**src/hdl/assert_macros.svh**
```systemverilog
// ----------------------------------------------------------------------------
// assertion macros
// concurrent checks, removed when SYNTHESIS is defined
// ----------------------------------------------------------------------------
`ifndef ASSERT_MACROS_SVH
`define ASSERT_MACROS_SVH

`ifndef SYNTHESIS

`define ASSERT_CLK(label, clk, rst_n, prop, msg) \
    label: assert property (@(posedge clk) disable iff (!rst_n) prop) else $error(msg);

`define ASSERT_NEXT(label, clk, rst_n, cond, prop, msg) \
    label: assert property (@(posedge clk) disable iff (!rst_n) cond |=> prop) else $error(msg);

`else

`define ASSERT_CLK(label, clk, rst_n, prop, msg)

`define ASSERT_NEXT(label, clk, rst_n, cond, prop, msg)

`endif

`endif

```
**src/hdl/dnr_pkg.sv**
```systemverilog
// ----------------------------------------------------------------------------
// dnr_pkg
// shared types and character constants of the decimal number recogniser
// ----------------------------------------------------------------------------
package dnr_pkg;

    localparam logic [7:0] CH_SPACE = 8'h20;
    localparam logic [7:0] CH_TAB   = 8'h09;
    localparam logic [7:0] CH_PLUS  = 8'h2B;
    localparam logic [7:0] CH_MINUS = 8'h2D;
    localparam logic [7:0] CH_POINT = 8'h2E;
    localparam logic [7:0] CH_ZERO  = 8'h30;
    localparam logic [7:0] CH_NINE  = 8'h39;
    localparam logic [7:0] CH_EXP_U = 8'h45;
    localparam logic [7:0] CH_EXP_L = 8'h65;

    localparam int unsigned EXP_CNT_W = 3;
    localparam logic [EXP_CNT_W-1:0] EXP_MAX = 3'd4;

    typedef struct packed {
        logic valid;
        logic is_number;
    } t_result;

endpackage

```
**src/hdl/dnr_scan.sv**
```systemverilog
// ----------------------------------------------------------------------------
// dnr_scan
// character scanner: phase, mantissa flag and exponent digit count, with the
// verdict raised on the end transfer
// ----------------------------------------------------------------------------
module dnr_scan (
    input  logic            i_clk,
    input  logic            i_rst_n,
    input  logic            i_take,
    input  logic [7:0]      i_char_code,
    input  logic            i_is_end,
    output dnr_pkg::t_result o_result
);

    typedef enum logic [2:0] {
        PH_BLANK,
        PH_SIGN,
        PH_INT,
        PH_FRAC,
        PH_EXP,
        PH_EXP_SIGN,
        PH_EXP_DIG,
        PH_FAIL
    } t_phase;

    t_phase r_phase, n_phase;
    logic   r_mant, n_mant;
    logic [dnr_pkg::EXP_CNT_W-1:0] r_exp_cnt, n_exp_cnt;

    logic c_digit, c_sign, c_blank, c_exp, c_point, verdict;

    assign c_digit = (i_char_code >= dnr_pkg::CH_ZERO) && (i_char_code <= dnr_pkg::CH_NINE);
    assign c_sign  = (i_char_code == dnr_pkg::CH_PLUS) || (i_char_code == dnr_pkg::CH_MINUS);
    assign c_blank = (i_char_code == dnr_pkg::CH_SPACE) || (i_char_code == dnr_pkg::CH_TAB);
    assign c_exp   = (i_char_code == dnr_pkg::CH_EXP_U) || (i_char_code == dnr_pkg::CH_EXP_L);
    assign c_point = (i_char_code == dnr_pkg::CH_POINT);

    assign verdict = (((r_phase == PH_INT) || (r_phase == PH_FRAC)) && r_mant) ||
                     ((r_phase == PH_EXP_DIG) && (r_exp_cnt != '0) &&
                      (r_exp_cnt < dnr_pkg::EXP_MAX));

    always_comb begin
        n_phase   = PH_FAIL;
        n_mant    = r_mant;
        n_exp_cnt = r_exp_cnt;
        unique case (r_phase)
            PH_BLANK: begin
                priority if (c_blank) begin
                    n_phase = PH_BLANK;
                end else if (c_sign) begin
                    n_phase = PH_SIGN;
                end else if (c_digit) begin
                    n_mant  = 1'b1;
                    n_phase = PH_INT;
                end else if (c_point) begin
                    n_phase = PH_FRAC;
                end else begin
                    n_phase = PH_FAIL;
                end
            end
            PH_SIGN: begin
                priority if (c_digit) begin
                    n_mant  = 1'b1;
                    n_phase = PH_INT;
                end else if (c_point) begin
                    n_phase = PH_FRAC;
                end else begin
                    n_phase = PH_FAIL;
                end
            end
            PH_INT, PH_FRAC: begin
                priority if (c_digit) begin
                    n_mant  = 1'b1;
                    n_phase = r_phase;
                end else if ((r_phase == PH_INT) && c_point) begin
                    n_phase = PH_FRAC;
                end else if (c_exp && r_mant) begin
                    n_phase = PH_EXP;
                end else begin
                    n_phase = PH_FAIL;
                end
            end
            PH_EXP: begin
                priority if (c_sign) begin
                    n_phase = PH_EXP_SIGN;
                end else if (c_digit) begin
                    n_exp_cnt = dnr_pkg::EXP_CNT_W'(1);
                    n_phase   = PH_EXP_DIG;
                end else begin
                    n_phase = PH_FAIL;
                end
            end
            PH_EXP_SIGN: begin
                if (c_digit) begin
                    n_exp_cnt = dnr_pkg::EXP_CNT_W'(1);
                    n_phase   = PH_EXP_DIG;
                end
            end
            PH_EXP_DIG: begin
                if (c_digit) begin
                    if (r_exp_cnt < dnr_pkg::EXP_MAX) begin
                        n_exp_cnt = r_exp_cnt + dnr_pkg::EXP_CNT_W'(1);
                    end
                    n_phase = PH_EXP_DIG;
                end
            end
            PH_FAIL: begin
                n_phase = PH_FAIL;
            end
            default: begin
                n_phase = PH_FAIL;
            end
        endcase
    end

    always_ff @(posedge i_clk) begin
        if (!i_rst_n) begin
            r_phase   <= PH_BLANK;
            r_mant    <= 1'b0;
            r_exp_cnt <= '0;
        end else if (i_take) begin
            if (i_is_end) begin
                r_phase   <= PH_BLANK;
                r_mant    <= 1'b0;
                r_exp_cnt <= '0;
            end else begin
                r_phase   <= n_phase;
                r_mant    <= n_mant;
                r_exp_cnt <= n_exp_cnt;
            end
        end
    end

    assign o_result.valid     = i_take && i_is_end;
    assign o_result.is_number = verdict;

endmodule

```
**src/hdl/dnr_out_buf.sv**
```systemverilog
// ----------------------------------------------------------------------------
// dnr_out_buf
// result register with skid stage, stall towards the scanner is registered
// ----------------------------------------------------------------------------
module dnr_out_buf (
    input  logic             i_clk,
    input  logic             i_rst_n,
    input  dnr_pkg::t_result i_result,
    output logic             o_full,
    output logic             o_valid,
    output logic             o_is_number,
    input  logic             i_stall
);

    logic r_main_valid, r_main_num;
    logic r_skid_valid, r_skid_num;
    logic pop;

    assign pop = r_main_valid && !i_stall;

    always_ff @(posedge i_clk) begin
        if (!i_rst_n) begin
            r_main_valid <= 1'b0;
            r_skid_valid <= 1'b0;
        end else begin
            if (pop) begin
                if (r_skid_valid) begin
                    r_main_valid <= 1'b1;
                    r_skid_valid <= 1'b0;
                end else begin
                    r_main_valid <= i_result.valid;
                end
            end else if (!r_main_valid) begin
                r_main_valid <= i_result.valid;
            end else if (i_result.valid) begin
                r_skid_valid <= 1'b1;
            end
        end
    end

    always_ff @(posedge i_clk) begin
        if (pop || !r_main_valid) begin
            r_main_num <= r_skid_valid ? r_skid_num : i_result.is_number;
        end
        if (!r_skid_valid) begin
            r_skid_num <= i_result.is_number;
        end
    end

    assign o_full      = r_skid_valid;
    assign o_valid     = r_main_valid;
    assign o_is_number = r_main_num;

endmodule

```
**src/hdl/decimal_number_recognizer_unit.sv**
```systemverilog
// ----------------------------------------------------------------------------
// decimal_number_recognizer_unit
// checks a character string for a decimal number with optional exponent
//
//   channel  valid    stall    payload
//   input    i_valid  o_stall  i_char_code, i_is_end
//   output   o_valid  i_stall  o_is_number
//
// one character per cycle while o_stall is low; the scanner state updates at the transfer itself
// an end transfer's verdict is registered in the result register, or in the skid entry while that register is held
// a two-entry result buffer (register plus skid) keeps input flowing while
// a result waits; o_stall rises only when both entries are held
// synchronous active-low reset returns the scanner to leading blanks
// ----------------------------------------------------------------------------
`include "assert_macros.svh"

module decimal_number_recognizer_unit (
    input  logic       i_clk,
    input  logic       i_rst_n,
    input  logic       i_valid,
    output logic       o_stall,
    input  logic [7:0] i_char_code,
    input  logic       i_is_end,
    output logic       o_valid,
    input  logic       i_stall,
    output logic       o_is_number
);

    logic             take;
    dnr_pkg::t_result result;

    assign take = i_valid && !o_stall;

    dnr_scan u_scan (
        .i_clk       (i_clk),
        .i_rst_n     (i_rst_n),
        .i_take      (take),
        .i_char_code (i_char_code),
        .i_is_end    (i_is_end),
        .o_result    (result)
    );

    dnr_out_buf u_out_buf (
        .i_clk       (i_clk),
        .i_rst_n     (i_rst_n),
        .i_result    (result),
        .o_full      (o_stall),
        .o_valid     (o_valid),
        .o_is_number (o_is_number),
        .i_stall     (i_stall)
    );

    // skid entry only ever holds a result behind the main one
    `ASSERT_CLK(a_skid_behind_main, i_clk, i_rst_n, o_stall |-> o_valid, "skid full, main empty")

    // an end transfer always leaves a result waiting
    `ASSERT_NEXT(a_end_gives_result, i_clk, i_rst_n, take && i_is_end, o_valid, "verdict lost")

    // the buffer fills only while the output is stalled
    `ASSERT_CLK(a_fill_on_stall, i_clk, i_rst_n, ($rose(o_stall) && $past(i_rst_n)) |-> $past(o_valid && i_stall), "buffer filled without stall")

endmodule

```
**config.mk**
```make
export PLATFORM = sky130hd
export DESIGN_NAME = decimal_number_recognizer_unit
export DESIGN_NICKNAME = d
export VERILOG_FILES = /design/src/hdl/dnr_pkg.sv /design/src/hdl/dnr_scan.sv /design/src/hdl/dnr_out_buf.sv /design/src/hdl/decimal_number_recognizer_unit.sv
export VERILOG_INCLUDE_DIRS = /design/src /design/src/hdl
export SDC_FILE = /design/constraint.sdc
export NUM_CORES = 1
export LEC_CHECK = 0
export BUFFER_PORTS_ARGS = -buffer_cell sky130_fd_sc_hd__buf_2
export CAP_MARGIN = 20
export CORE_AREA = 2 2 39 41
export DETAILED_ROUTE_END_ITERATION = 6
export DIE_AREA = 0 0 41 43
export HOLD_SLACK_MARGIN = 0.03
export PLACE_DENSITY = 0.78
export SLEW_MARGIN = 20
export SYNTH_ARGS = -nofsm -noshare
export SYNTH_HDL_FRONTEND = slang
export SYNTH_SLANG_ARGS = --single-unit
```
**constraint.sdc**
```tcl
create_clock -name i_clk -period 4.75 [get_ports i_clk]
set_input_delay 0.95 -clock i_clk [delete_from_list [all_inputs] [get_ports i_clk]]
set_output_delay 0.95 -clock i_clk [all_outputs]
set_load 0.02 [all_outputs]
```
==> results by stage, run 1 <==
Placed design:
- The number of input and output port buffers inserted is 15.
- Detailed placement ended at an HPWL of 1140 µm.
- The congestion estimate from routability-driven global placement came to 0.809.
- Including well taps, the total number of placed cells is 116.

Worst setup path:
- Among all stages on the critical path, the largest delay is contributed by sky130_fd_sc_hd__nor4b_1.
- Walking the worst path, the cells encountered are buf_2 > nor4b_1 > nand4_1 > a2111oi_0 > or4_1 > o21ai_1.
- The depth of the critical timing path with buffers and inverters included is 6.
- Across all register-to-register paths, the minimum setup slack is 3.25 ns.
- Together, buffers and inverters on the worst path number 1.
- Counting cells, the worst reg-to-reg path comes to 5.
- The critical path ends at u_scan.r_phase[2].
- The most critical setup path has its startpoint at i_char_code[4].
- The worst setup path is launched from a primary input.
- The required time at the worst-slack endpoint is 4.91 ns.
- The highest fanout seen on the critical path is 3.
- The critical path capture point type is a flop.
- In this run the critical register-to-register path is launched from u_scan.r_phase[2].
- The critical path is of the in -> reg type.
- The kind of cell adding the most delay to the critical path is simple AND/OR/NAND/NOR gates.
- The peak per-stage delay on the critical path is 0.53 ns.
- The destination of the worst register-to-register timing path is u_scan.r_phase[1].
- The data arrival time at the worst-slack endpoint is 2.43 ns.

Clock network:
- Clock tree synthesis selected as its root buffer the cell sky130_fd_sc_hd__clkbuf_4.
- The number of buffers on the longest clock path is 2.
- The number of setup buffers added after CTS is 0.
- The clock net sink count is 11.
- Clock-pin slew was measured on the worst setup and hold paths at 0.07 ns.
- Buffers inserted to repair hold after CTS numbered 0.
- The later pin in the worst-skew pair is clocked with a latency of 0.27 ns.
- The number of gates resized after CTS was 0.
- The number of clock buffers added by TritonCTS is 3.
- The number of H-tree levels is 1.
- TritonCTS built the clock tree.

Routing:
- The highest signal layer in the routed design is met3.
- The detailed router finished its first iteration with 10 violations.
- The wire length per cell is 12.4 µm.
- After detailed routing, the met3 layer carries 50 µm of wire.
- The number of nets still failing antenna checks after routing is 0.
- After detailed routing, the wire length on met1 is 664 µm.
- The final route contains 686 vias.
- The routed design has 1490 µm of wire.
- The routed via count divided by cell count is 5.72.
- The detailed-routed wire length on met2 is 770 µm.
- The pre-antenna-repair detailed-routing pass consisted of 4 iterations.
- In the routed design, unresolved DRC markers number 0.

Final layout:
- The most frequent standard cell in the layout excluding fill and tap cells is sky130_fd_sc_hd__buf_2.
- In the final layout, the share of cells above drive strength 1 is 18.3%.
- After filler insertion, the fill cell instance count of the layout stands at 136.
- The layout net count is 120.
- 0 antenna diodes ended up in the layout.
- The library cells used most frequently in the layout, excluding fill and tap cells, are sky130_fd_sc_hd__buf_2 (15), sky130_fd_sc_hd__dfxtp_1 (10), sky130_fd_sc_hd__nand2_1 (9), sky130_fd_sc_hd__o21ai_0 (6), sky130_fd_sc_hd__nor2_1 (6).
- The final non-filler cell total is 120.
- Summing all multi-input logic gate instances after layout gives 442 µm².
- The footprint of the flip-flops and latches is 230 µm².
- The area growth from synthesis to layout is 15.6%.

STA:
- At the pin with the least slew margin, the transition time is 0.550 ns.
- The achievable frequency is 0.441 GHz.
- Setup repair after global routing left no endpoint under its margin.
- The final critical delay including setup and external delays is 2.27 ns.
- Measured against its own limit, the worst slew margin works out to 62.8%.
- Setup violations remaining at the end of the flow were counted as 0.
- The worst path uses 47.8% of the clock period.
- The final max-slew violation count is 0.
- The setup skew after layout is 0.00315 ns.
- Setup total negative slack on the finished layout was measured at 0 ns.
- The count of endpoints failing hold in the final timing report is 0.

Hold path:
- The worst min-delay path category is reg -> reg.

Logic synthesis:
- The flip-flop cell with the highest count after synthesis is sky130_fd_sc_hd__dfxtp_1.
- Summing the sequential cell areas from Yosys gives 32.9% of the chip area.
- Of all flip-flops after synthesis, the portion carrying an async set or reset was 0%.
- The synthesized design contains 11 register bits.
- Yosys mapped the design onto 36 distinct sky130hd cell types.
- The net count after synthesis is 103.
- The mapped netlist covers 699 µm².
- The post-synthesis instance total is 88.
- The Yosys step of the flow raised 0 warnings.
- Yosys mapped a number of flops with a built-in enable equal to 1.
- Averaged over all synthesized cells, the footprint is 7.95 µm².

Global routing:
- The via count of the first global-routing pass is 628.
- The largest net degree at the start of global routing is 12.
- The number of antenna violations at the first check in global routing was 0.
- The first global-routing pass estimated 2480 µm of wire.
- Global routing finished with a remaining overflow of 0.
- Global routing used 20.4% of the available tracks.

Pwr:
- The switching part of the total power is 26.6%.
- Dividing total power by cell area gives a power density of 238 mW/mm².
- The share of total power dissipated in combinational logic is 14.0%.
- For this design the static power due to leakage is 0.313 nW.
- Sequential cells account for 53.6% of the total power.
- The internal power of the cells totals 0.141 mW.
- The relative contribution of the clock network to total power is 32.4%.
- VDD sags by at most 0.149 mV.
- In this run the power spent charging and discharging nets is 0.0512 mW.

Floorplan:
- The core region is 0.00138 mm².
- In this run the horizontal extent of the chip is 41 µm.
- The I/O pin count is 16.
- The die covers 0.00176 mm².
- The effective utilization at floorplan is 50.5%.
- The number of core rows is 14.
- In this run the vertical extent of the chip is 43 µm.

Status:
- The run finished with clean final reports.

Flow run:
- The tool flagged a number of max-cap violations equal to 0.
[layer usage]
metal / up-vias / GRT usage [%]
met5: - / 0
met4: 0 / 4.00
met3: 0 / 9.42
met2: 9 / 31.6
met1: 319 / 25.1
li1: 358 / -
[worst min-delay path by stage]
stage                          from                    to  cells after the start
2_1_floorplan  u_out_buf.r_skid_num  u_out_buf.r_skid_num                      2
3_3_place_gp   u_out_buf.r_skid_num  u_out_buf.r_skid_num                      2
3_5_place_dp   u_out_buf.r_skid_num  u_out_buf.r_skid_num                      2
4_1_cts        u_out_buf.r_skid_num  u_out_buf.r_skid_num                      2
5_1_grt        u_out_buf.r_skid_num  u_out_buf.r_skid_num                      2
6_report       u_out_buf.r_skid_num  u_out_buf.r_skid_num                      2
[metrics by stage]
step	cell area (µm²)	util, %	hold slack (ns)	setup WS (ns)	power [mW]
4_1_cts	808	58.4	0.466	2.51	0.195
5_1_grt	808	58.4	0.514	2.22	0.204
2_1_floorplan	699	-	0.423	2.45	0.119
3_5_place_dp	782	56.5	0.449	2.22	0.132
6_report	808	58.4	0.459	2.48	0.192
3_3_place_gp	782	56.5	0.445	2.23	0.131
[Yosys cell counts (all sizes together), types with 2 or more instances]
cell type / number / area, µm²
or3: 2 / 12.5
nor2: 6 / 22.5
clkbuf: 2 / 7.51
and3: 2 / 12.5
inv: 4 / 15.0
ha: 2 / 25.0
nor2b: 3 / 18.8
nand2: 9 / 33.8
nor3: 5 / 25.0
dfxtp: 10 / 200
a21oi: 4 / 20.0
or4b: 2 / 20.0
a31oi: 2 / 12.5
mux2i: 2 / 20.0
o31ai: 4 / 30.0
o21ai: 7 / 35.0
o21a: 2 / 15.0
nand2b: 2 / 12.5
nand4: 2 / 12.5
[final cells by class]
type / instances / share of cell area, %
inverters: 4 / 1.86
multi-input cells: 70 / 54.6
flip-flops and latches: 11 / 28.5
clock buffers: 4 / 3.25
repair buffers: 15 / 9.29
well taps: 16 / 2.48
[power by group through the flow]
stage / Clock [mW] / Sequential [mW] / Combinational (mW)
after floorplan: 0 / 0.101 / 0.0179
after global placement: 0 / 0.105 / 0.0259
after detailed placement: 0 / 0.105 / 0.0267
after CTS: 0.0650 / 0.103 / 0.0268
after global routing: 0.0708 / 0.104 / 0.0298
final: 0.0623 / 0.103 / 0.0269
[worst register-to-register path: stages (launching register included)]
cell,delay [ns]
sky130_fd_sc_hd__dfxtp_1,0.41
sky130_fd_sc_hd__nand2b_1,0.19
sky130_fd_sc_hd__o31ai_1,0.44
sky130_fd_sc_hd__a21oi_1,0.07
sky130_fd_sc_hd__o21ai_0,0.18
sky130_fd_sc_hd__o31ai_1,0.09
[sequential cells by signal, indices dropped and copies added, names as in the netlist]
register	cells
u_out_buf.o_full	1
u_out_buf.o_is_number	1
u_out_buf.o_valid	1
u_out_buf.r_skid_num	1
u_scan.r_exp_cnt	3
u_scan.r_mant	1
u_scan.r_phase	3
[cell families (layout without fill, tap and decap cells)]
| family | Yosys count | in the layout | share of synthesized area (%) |
|---|---|---|---|
| multiplexers | 2 | 2 | 2.86 |
| XOR/XNOR | 1 | 1 | 1.25 |
| adder cells (fa/ha/maj) | 2 | 2 | 3.58 |
| buffers and inverters | 7 | 23 | 3.93 |
| AO/OA/AOI/OAI | 23 | 23 | 20.6 |
| flip-flops | 11 | 11 | 32.9 |
| AND/OR/NAND/NOR | 42 | 42 | 34.9 |
Note: power is estimated with default switching activity, not from simulation.
==> inputs of run 2 (changes only) <==
--- a/config.mk
+++ b/config.mk
@@ -8,11 +8,11 @@
 export LEC_CHECK = 0
 export BUFFER_PORTS_ARGS = -buffer_cell sky130_fd_sc_hd__buf_2
 export CAP_MARGIN = 20
-export CORE_AREA = 2 2 39 41
+export CORE_MARGIN = 2
+export CORE_UTILIZATION = 46
 export DETAILED_ROUTE_END_ITERATION = 6
-export DIE_AREA = 0 0 41 43
 export HOLD_SLACK_MARGIN = 0.03
-export PLACE_DENSITY = 0.78
+export PLACE_DENSITY = 0.72
 export SLEW_MARGIN = 20
 export SYNTH_ARGS = -nofsm -noshare
 export SYNTH_HDL_FRONTEND = slang
==> constraint.sdc (replaced) <==
create_clock -name i_clk -period 1.92 [get_ports i_clk]
set_input_delay 0.384 -clock i_clk [delete_from_list [all_inputs] [get_ports i_clk]]
set_output_delay 0.384 -clock i_clk [all_outputs]
set_load 0.02 [all_outputs]
==> run 2 against run 1 <==
Net effect: die area up 4.9%; clock skew decreased by 0.0020 ns; first-iteration DRC count up 100%; critical path depth stayed put; final area is 6.5% higher; global-route usage decreased by 0.21 points; register-to-register slack worse by 2.9 ns.
==> results by stage, run 2 (synthesized netlist as in run 1, its figures left out) <==
Global routing:
- The number of antenna violations at the first check in global routing is 0 (unchanged).
- The global-route usage over all layers was 20.2% (-0.21 points).
- The via count of the first global-routing pass is 656 (+4.5%).
- The wire length of the first global-routing pass came to 2790 µm (+13%).
- The final global-route overflow total came to 0 (unchanged).
- The largest net degree at the start of global routing came to 12 (unchanged).

Clock network:
- The number of buffers on the longest clock path is 2 (unchanged).
- The clock net sink count is 11 (unchanged).
- The TritonCTS buffer count came to 3 (unchanged).
- The clock-pin transition on the worst setup and hold timing paths is 0.07 ns (about the same).
- The number of hold buffers added after cts came to 0 (unchanged).
- The number of instances resized during post-cts repair was 0 (unchanged).
- The count of buffers added by post-CTS timing repair for setup is 0 (unchanged).
- The CTS tree is done.
- The number of H-tree levels was 1 (unchanged).
- The worst-skew pair later-pin latency is 0.27 ns (about the same).
- The root buffer cell is sky130_fd_sc_hd__clkbuf_4.

Placed design:
- The half-perimeter wire length after placement is 1260 µm (+10%).
- The post-place setup slack is 0.0220 ns (-2.20 ns).
- The cell area after placement came to 835 µm² (+6.7%).
- The global placement routability congestion was 0.811 (+0.26%).
- The number of input and output port buffers inserted is 15 (unchanged).

Hold path:
- The launch instance of the worst min-delay path is i_rst_n.
- The cell depth of the worst hold path is 2 (unchanged).
- The worst-case hold path end point is u_scan.r_exp_cnt[2].
- The worst min-delay path category is in -> reg.

Status:
- The run finished with clean final reports.

Routing:
- The number of DRC violations after detailed-routing iteration 0 is 20 (+10).
- The final wirelength is 1600 µm (+7.4%).
- The detailed-routed wire length on met3 came to 86 µm (+72%).
- The overall via count from detail_route came to 729 (+6.3%).
- The number of remaining DRC errors is 0 (unchanged).
- The number of nets still failing antenna checks after routing is 0 (unchanged).
- Signal routing reaches up to met4.
- The routed via count divided by cell count is 5.74 (+0.41%).
- The detailed-routed wire length on met2 is 771 µm (+0.13%).
- The wire length per cell is 12.6 µm (+1.5%).
- The wire length on met1 came to 718 µm (+8.1%).
- The first-pass iteration count of the detailed router was 4 (unchanged).

STA:
- The post-route worst hold slack came to 0.406 ns (-0.0532 ns).
- The achievable frequency is 0.625 GHz.
- Setup repair after global routing left no endpoint under its margin.
- The setup skew after layout is 0.00111 ns (-0.00204 ns).
- The count of endpoints failing hold in the final timing report is 0 (unchanged).
- The final max-slew violation count is 0 (unchanged).
- After layout, the minimum clock period comes to 1.60 ns.
- The setup TNS is 0 ns (unchanged).
- The worst slew slack as a fraction of its limit came to 77.6% (+15 points).
- The setup violation total in the final timing report is 0 (unchanged).
- The transition time at the pin with the least slew margin is 0.327 ns (-0.223 ns).
- The post-route worst setup slack was 0.321 ns (-2.16 ns).
- The worst path uses 83.3% of the clock period.

Final layout:
- The antenna diode count is 0 (unchanged).
- The most frequent standard cell in the layout excluding fill and tap cells is sky130_fd_sc_hd__buf_2.
- The layout net count is 127 (+5.8%).
- The ratio of cells with drive above 1 in the final layout is 23.4% (+5.2 points).
- The filler cell count is 140 (+2.9%).
- Leaving out fill and tap cells, the most frequent cells in the layout are sky130_fd_sc_hd__buf_2 (15), sky130_fd_sc_hd__dfxtp_1 (10), sky130_fd_sc_hd__nand2_1 (9), sky130_fd_sc_hd__buf_4 (7).
- The largest registers in the layout are u_scan.r_exp_cnt: 3 flops, u_scan.r_phase: 3 flops.
- The post-layout utilization of the core is 58.5% (+0.095 points).
- The final instance area came to 861 µm² (+6.5%).
- The area growth from synthesis to layout is 23.1%.

Worst setup path:
- The critical path is of the in -> reg type.
- The peak per-stage delay on the critical path is 0.53 ns (about the same).
- The worst flop-to-flop path startpoint is u_out_buf.o_full.
- The required time at the worst-slack endpoint is 2.09 ns (-2.82 ns).
- The data arrival time at the worst-slack endpoint came to 1.77 ns (-0.66 ns).
- The worst setup path is captured at a flop.
- The highest fanout seen on the critical path came to 3 (unchanged).
- The cell at the slowest stage of the critical path is sky130_fd_sc_hd__or4b_1.
- The register-to-register path setup slack is 0.40 ns (-2.85 ns).
- Traced cell by cell, the critical path runs through buf_2 > or4b_1 > a2bb2oi_1 > a2111oi_0 > or4_1 > o21ai_1.
- The number of cells on the worst reg-to-reg path was 4 (-1).
- The endpoint identified for the worst register-to-register timing path is u_scan.r_phase[2].
- The critical path launch point type is a primary input.

Pwr:
- The total power divided by cell area was 568 mW/mm² (+140%).
- The leakage component of the power is 0.347 nW (+11%).
- The maximum ir drop on the vdd rail is 0.309 mV (+110%).

Floorplan:
- The I/O pin count is 16 (unchanged).
- The core region area is 0.00147 mm² (+6.3%).
- The number of core rows is 14 (unchanged).
- The height of the die is 43.0 µm (about the same).
- The floorplan die area is 0.00185 mm² (+4.9%).
- The effective utilization at floorplan is 47.5% (-3.0 points).
- The horizontal die dimension was 43.0 µm (+4.9%).

Flow run:
- The number of maximum-capacitance constraint violations is 0 (unchanged).
[run 2: layout make-up]
| type | instances | area (µm²) | share of cell area [%] |
|---|---|---|---|
| Sequential cell | 11 | 230 | 26.7 |
| Inverter | 4 | 15.0 | 1.74 |
| Multi-Input combinational cell | 70 | 442 | 51.3 |
| Tap cell | 16 | 20.0 | 2.33 |
| Clock buffer | 4 | 26.3 | 3.05 |
| Timing Repair Buffer | 22 | 128 | 14.8 |
[run 2: how the worst max path moves through the flow]
stage / start / end / slack [ns] / cells after the start
after detailed placement: i_char_code[1] / u_scan.r_phase[2] / 0.02 / 6
after global placement: i_char_code[1] / u_scan.r_phase[2] / 0.06 / 6
after floorplan: i_char_code[1] / u_scan.r_phase[0] / 0.19 / 5
after CTS: i_char_code[1] / u_scan.r_phase[2] / 0.31 / 6
final: i_char_code[1] / u_scan.r_phase[2] / 0.32 / 6
after global routing: i_char_code[6] / u_scan.r_phase[2] / 0.18 / 7
[run 2: worst max-delay path, delay by kind of cell]
family | cells | cell delay (ns)
buffers and inverters | 1 | 0.10
AND/OR/NAND/NOR | 2 | 0.69
AO/OA/AOI/OAI | 3 | 0.58
[run 2: routing by layer]
| layer | GRT usage [%] | vias up |
|---|---|---|
| met1 | 25.9 | 327 |
| li1 | - | 376 |
| met5 | 0 | - |
| met2 | 31.5 | 21 |
| met4 | 5.45 | 0 |
| met3 | 7.66 | 5 |
[run 2: per-stage QoR]
step / power, mW / std cells
final: 0.489 / 127
after global routing: 0.518 / 127
after CTS: 0.491 / 127
after detailed placement: 0.334 / 123
after global placement: 0.332 / 123
after floorplan: 0.295 / 88
[run 2: where the power goes]
| group | internal (mW) | switching (mW) |
|---|---|---|
| clock network | 0.0806 | 0.0778 |
| registers | 0.239 | 0.0161 |
| logic | 0.0360 | 0.0391 |
==> inputs of run 3 (changes only) <==
--- a/config.mk
+++ b/config.mk
@@ -9,10 +9,10 @@
 export BUFFER_PORTS_ARGS = -buffer_cell sky130_fd_sc_hd__buf_2
 export CAP_MARGIN = 20
 export CORE_MARGIN = 2
-export CORE_UTILIZATION = 46
+export CORE_UTILIZATION = 51
 export DETAILED_ROUTE_END_ITERATION = 6
 export HOLD_SLACK_MARGIN = 0.03
-export PLACE_DENSITY = 0.72
+export PLACE_DENSITY = 0.76
 export SLEW_MARGIN = 20
 export SYNTH_ARGS = -nofsm -noshare
 export SYNTH_HDL_FRONTEND = slang
==> constraint.sdc (replaced) <==
create_clock -name i_clk -period 1.6 [get_ports i_clk]
set_input_delay 0.32 -clock i_clk [delete_from_list [all_inputs] [get_ports i_clk]]
set_output_delay 0.32 -clock i_clk [all_outputs]
set_load 0.02 [all_outputs]
==> run 3 against run 2 <==
Net effect: flip-flop and latch count stayed put; core utilization rose by 13 points; count of clock-buffer cells in the layout stayed put; via count rose by 1.5%; die area fell by 8.9%; highest routed layer unchanged.
==> results by stage, run 3 (synthesized netlist as in run 1, its figures left out) <==
Status:
- The run finished with clean final reports.

Routing:
- The number of DRC violations after detailed-routing iteration 0 is 15 (-25%).
- The routed via count divided by cell count came to 5.69 (-0.83%).
- The wire length per cell was 12.8 µm (+1.6%).
- The number of remaining DRC errors is 0 (unchanged).
- The number of nets still failing antenna checks after routing is 0 (unchanged).
- The overall via count from detail_route came to 740 (+1.5%).
- The final wirelength was 1660 µm (+3.9%).
- The first-pass iteration count of the detailed router is 4 (unchanged).

Floorplan:
- The core region area is 0.00128 mm² (-13%).
- The effective utilization at floorplan is 54.4% (+6.9 points).
- The I/O pin count is 16 (unchanged).
- The number of core rows was 13 (-1).
- The horizontal die dimension came to 41.0 µm (-4.6%).
- The floorplan die area is 0.00168 mm² (-8.9%).
- The height of the die is 41.0 µm (-4.6%).

Global routing:
- The largest net degree at the start of global routing is 12 (unchanged).
- The via count of the first global-routing pass is 626 (-4.6%).
- The wire length of the first global-routing pass is 2660 µm (-4.9%).
- The number of antenna violations at the first check in global routing came to 0 (unchanged).
- The global-route usage over all layers is 24.5% (+4.3 points).
- The final global-route overflow total is 0 (unchanged).

Clock network:
- The worst-skew pair later-pin latency is 0.26 ns (about the same).
- The number of instances resized during post-cts repair is 0 (unchanged).
- The number of hold buffers added after cts is 0 (unchanged).
- The number of buffers on the longest clock path is 2 (unchanged).
- The clock-pin transition on the worst setup and hold timing paths is 0.06 ns (about the same).
- The count of buffers added by post-CTS timing repair for setup is 0 (unchanged).
- The TritonCTS buffer count came to 3 (unchanged).
- The number of H-tree levels came to 1 (unchanged).
- The root buffer cell is sky130_fd_sc_hd__clkbuf_4.
- The clock net sink count is 11 (unchanged).
- The CTS tree is done.

Final layout:
- The filler cell count is 107 (-24%).
- The antenna diode count is 0 (unchanged).
- The ratio of cells with drive above 1 in the final layout is 29.6% (+6.1 points).
- The most frequent standard cell in the layout excluding fill and tap cells is sky130_fd_sc_hd__buf_2.
- The area used by multi-input combinational logic is 472 µm² (+6.8%).
- The library cells used most frequently in the layout, excluding fill and tap cells, are sky130_fd_sc_hd__buf_2 (15), sky130_fd_sc_hd__buf_4 (11), sky130_fd_sc_hd__dfxtp_1 (10), sky130_fd_sc_hd__nand2_1 (9), sky130_fd_sc_hd__nor2_1 (6).
- In the final layout, the registers with the most flip-flops are u_scan.r_exp_cnt: 3 flops, u_scan.r_phase: 3 flops.
- The layout net count is 131 (+3.1%).
- The final non-filler cell total was 130 (+2.4%).
- The layout-stage area growth over the synthesis result is 31.5%.
- The footprint of the flip-flops and latches came to 230 µm² (unchanged).
- The post-layout utilization of the core is 71.6% (+13 points).

Worst setup path:
- The highest fanout seen on the critical path is 3 (unchanged).
- The cell at the slowest stage of the critical path is sky130_fd_sc_hd__or4b_4.
- The data arrival time at the worst-slack endpoint came to 1.68 ns (-0.09 ns).
- The peak per-stage delay on the critical path was 0.55 ns (+0.02 ns).
- The worst setup path is launched from a primary input.
- STA classifies the critical path endpoint as a flop.
- Grouping stages by cell kind, the critical path spends the most delay in simple AND/OR/NAND/NOR gates.
- The critical path goes through buf_2 > or4b_4 > a2bb2oi_2 > a2111oi_1 > or4_1 > o21ai_1.
- The setup path with the least slack is of type in -> reg.
- The required time at the worst-slack endpoint is 1.76 ns (-0.33 ns).
- The number of buffers and inverters on the critical path is 1 (unchanged).

STA:
- The setup violation total in the final timing report is 0 (unchanged).
- The achievable frequency is 0.656 GHz.
- Setup repair after global routing left no endpoint under its margin.
- The transition time at the pin with the least slew margin is 0.336 ns (+0.00922 ns).
- The worst path needs 1.53 ns of the cycle, external delays included.
- The setup skew after layout is 0.00233 ns (+0.00122 ns).
- The worst slew slack as a fraction of its limit is 77.4% (-0.26 points).
- The count of endpoints failing hold in the final timing report is 0 (unchanged).
- The portion of the clock cycle consumed by the worst path in the final layout is 95.3%.
- The final max-slew violation count came to 0 (unchanged).

Pwr:
- The maximum ir drop on the vdd rail is 0.447 mV (+45%).
- The total power divided by cell area came to 642 mW/mm² (+13%).
- The leakage component of the power is 0.376 nW (+8.4%).

Hold path:
- The worst min-delay path category is in -> reg.

Placed design:
- The half-perimeter wire length after placement is 1360 µm (+8.1%).
- The number of input and output port buffers inserted is 15 (unchanged).
- The number of cells after detailed placement is 126 (+2.4%).
- The global placement routability congestion came to 0.811 (about the same).

Flow run:
- The number of maximum-capacitance constraint violations is 0 (unchanged).
run 3: cell count changes in the layout (fill, tap and decap cells not counted), sizes merged:
cell	change
buf	+4
run 3: area by class of cell:
type | instances | share of cell area (%)
Inverter | 4 | 1.63
Sequential cell | 11 | 25.0
Tap cell | 15 | 2.04
Timing Repair Buffer | 26 | 17.1
Clock buffer | 4 | 2.86
Multi-Input combinational cell | 70 | 51.3
run 3: path summary, 6_finish.rpt:
check / start / to / slack, ns / cells after the start
max: i_char_code[1] / u_scan.r_phase[2] / 0.07 / 6
min: i_stall / u_out_buf.o_full / 0.34 / 3
max reg2reg: u_out_buf.o_full / u_scan.r_phase[2] / 0.17 / 4
min reg2reg: u_out_buf.r_skid_num / u_out_buf.r_skid_num / 0.46 / 2
run 3: power breakdown:
group,internal (mW),leakage [nW],total (mW),switching (mW)
clock,0.0964,0.0150,0.180,0.0841
sequential,0.287,0.0933,0.306,0.0192
combinational,0.0514,0.268,0.103,0.0518
run 3: worst min-delay path: stages:
cell	delay, ns
sky130_fd_sc_hd__buf_2	0.09
sky130_fd_sc_hd__o21ai_0	0.07
sky130_fd_sc_hd__nor2_1	0.08
run 3: per-stage QoR:
step / hold slack, ns / worst slack [ns] / power, mW / TNS (ns) / area [µm²]
6_report: 0.340 / 0.0746 / 0.590 / 0 / 920
5_1_grt: 0.341 / 0.00434 / 0.630 / 0 / 920
4_1_cts: 0.339 / 0.0512 / 0.596 / 0 / 910
2_1_floorplan: 0.423 / -0.0309 / 0.356 / -0.0434 / 719
3_5_place_dp: 0.450 / -0.233 / 0.412 / -0.775 / 883
3_3_place_gp: 0.445 / -0.189 / 0.407 / -0.661 / 883
run 3: routing by layer:
layer	share of wire (%)	up-vias	GRT usage, %	wire, µm
met1	46	334	29.0	760
met3	4.2	4	9.78	69
met2	48	18	39.8	797
li1	-	384	-	-
met5	0	-	0	0
met4	1.9	0	7.50	31
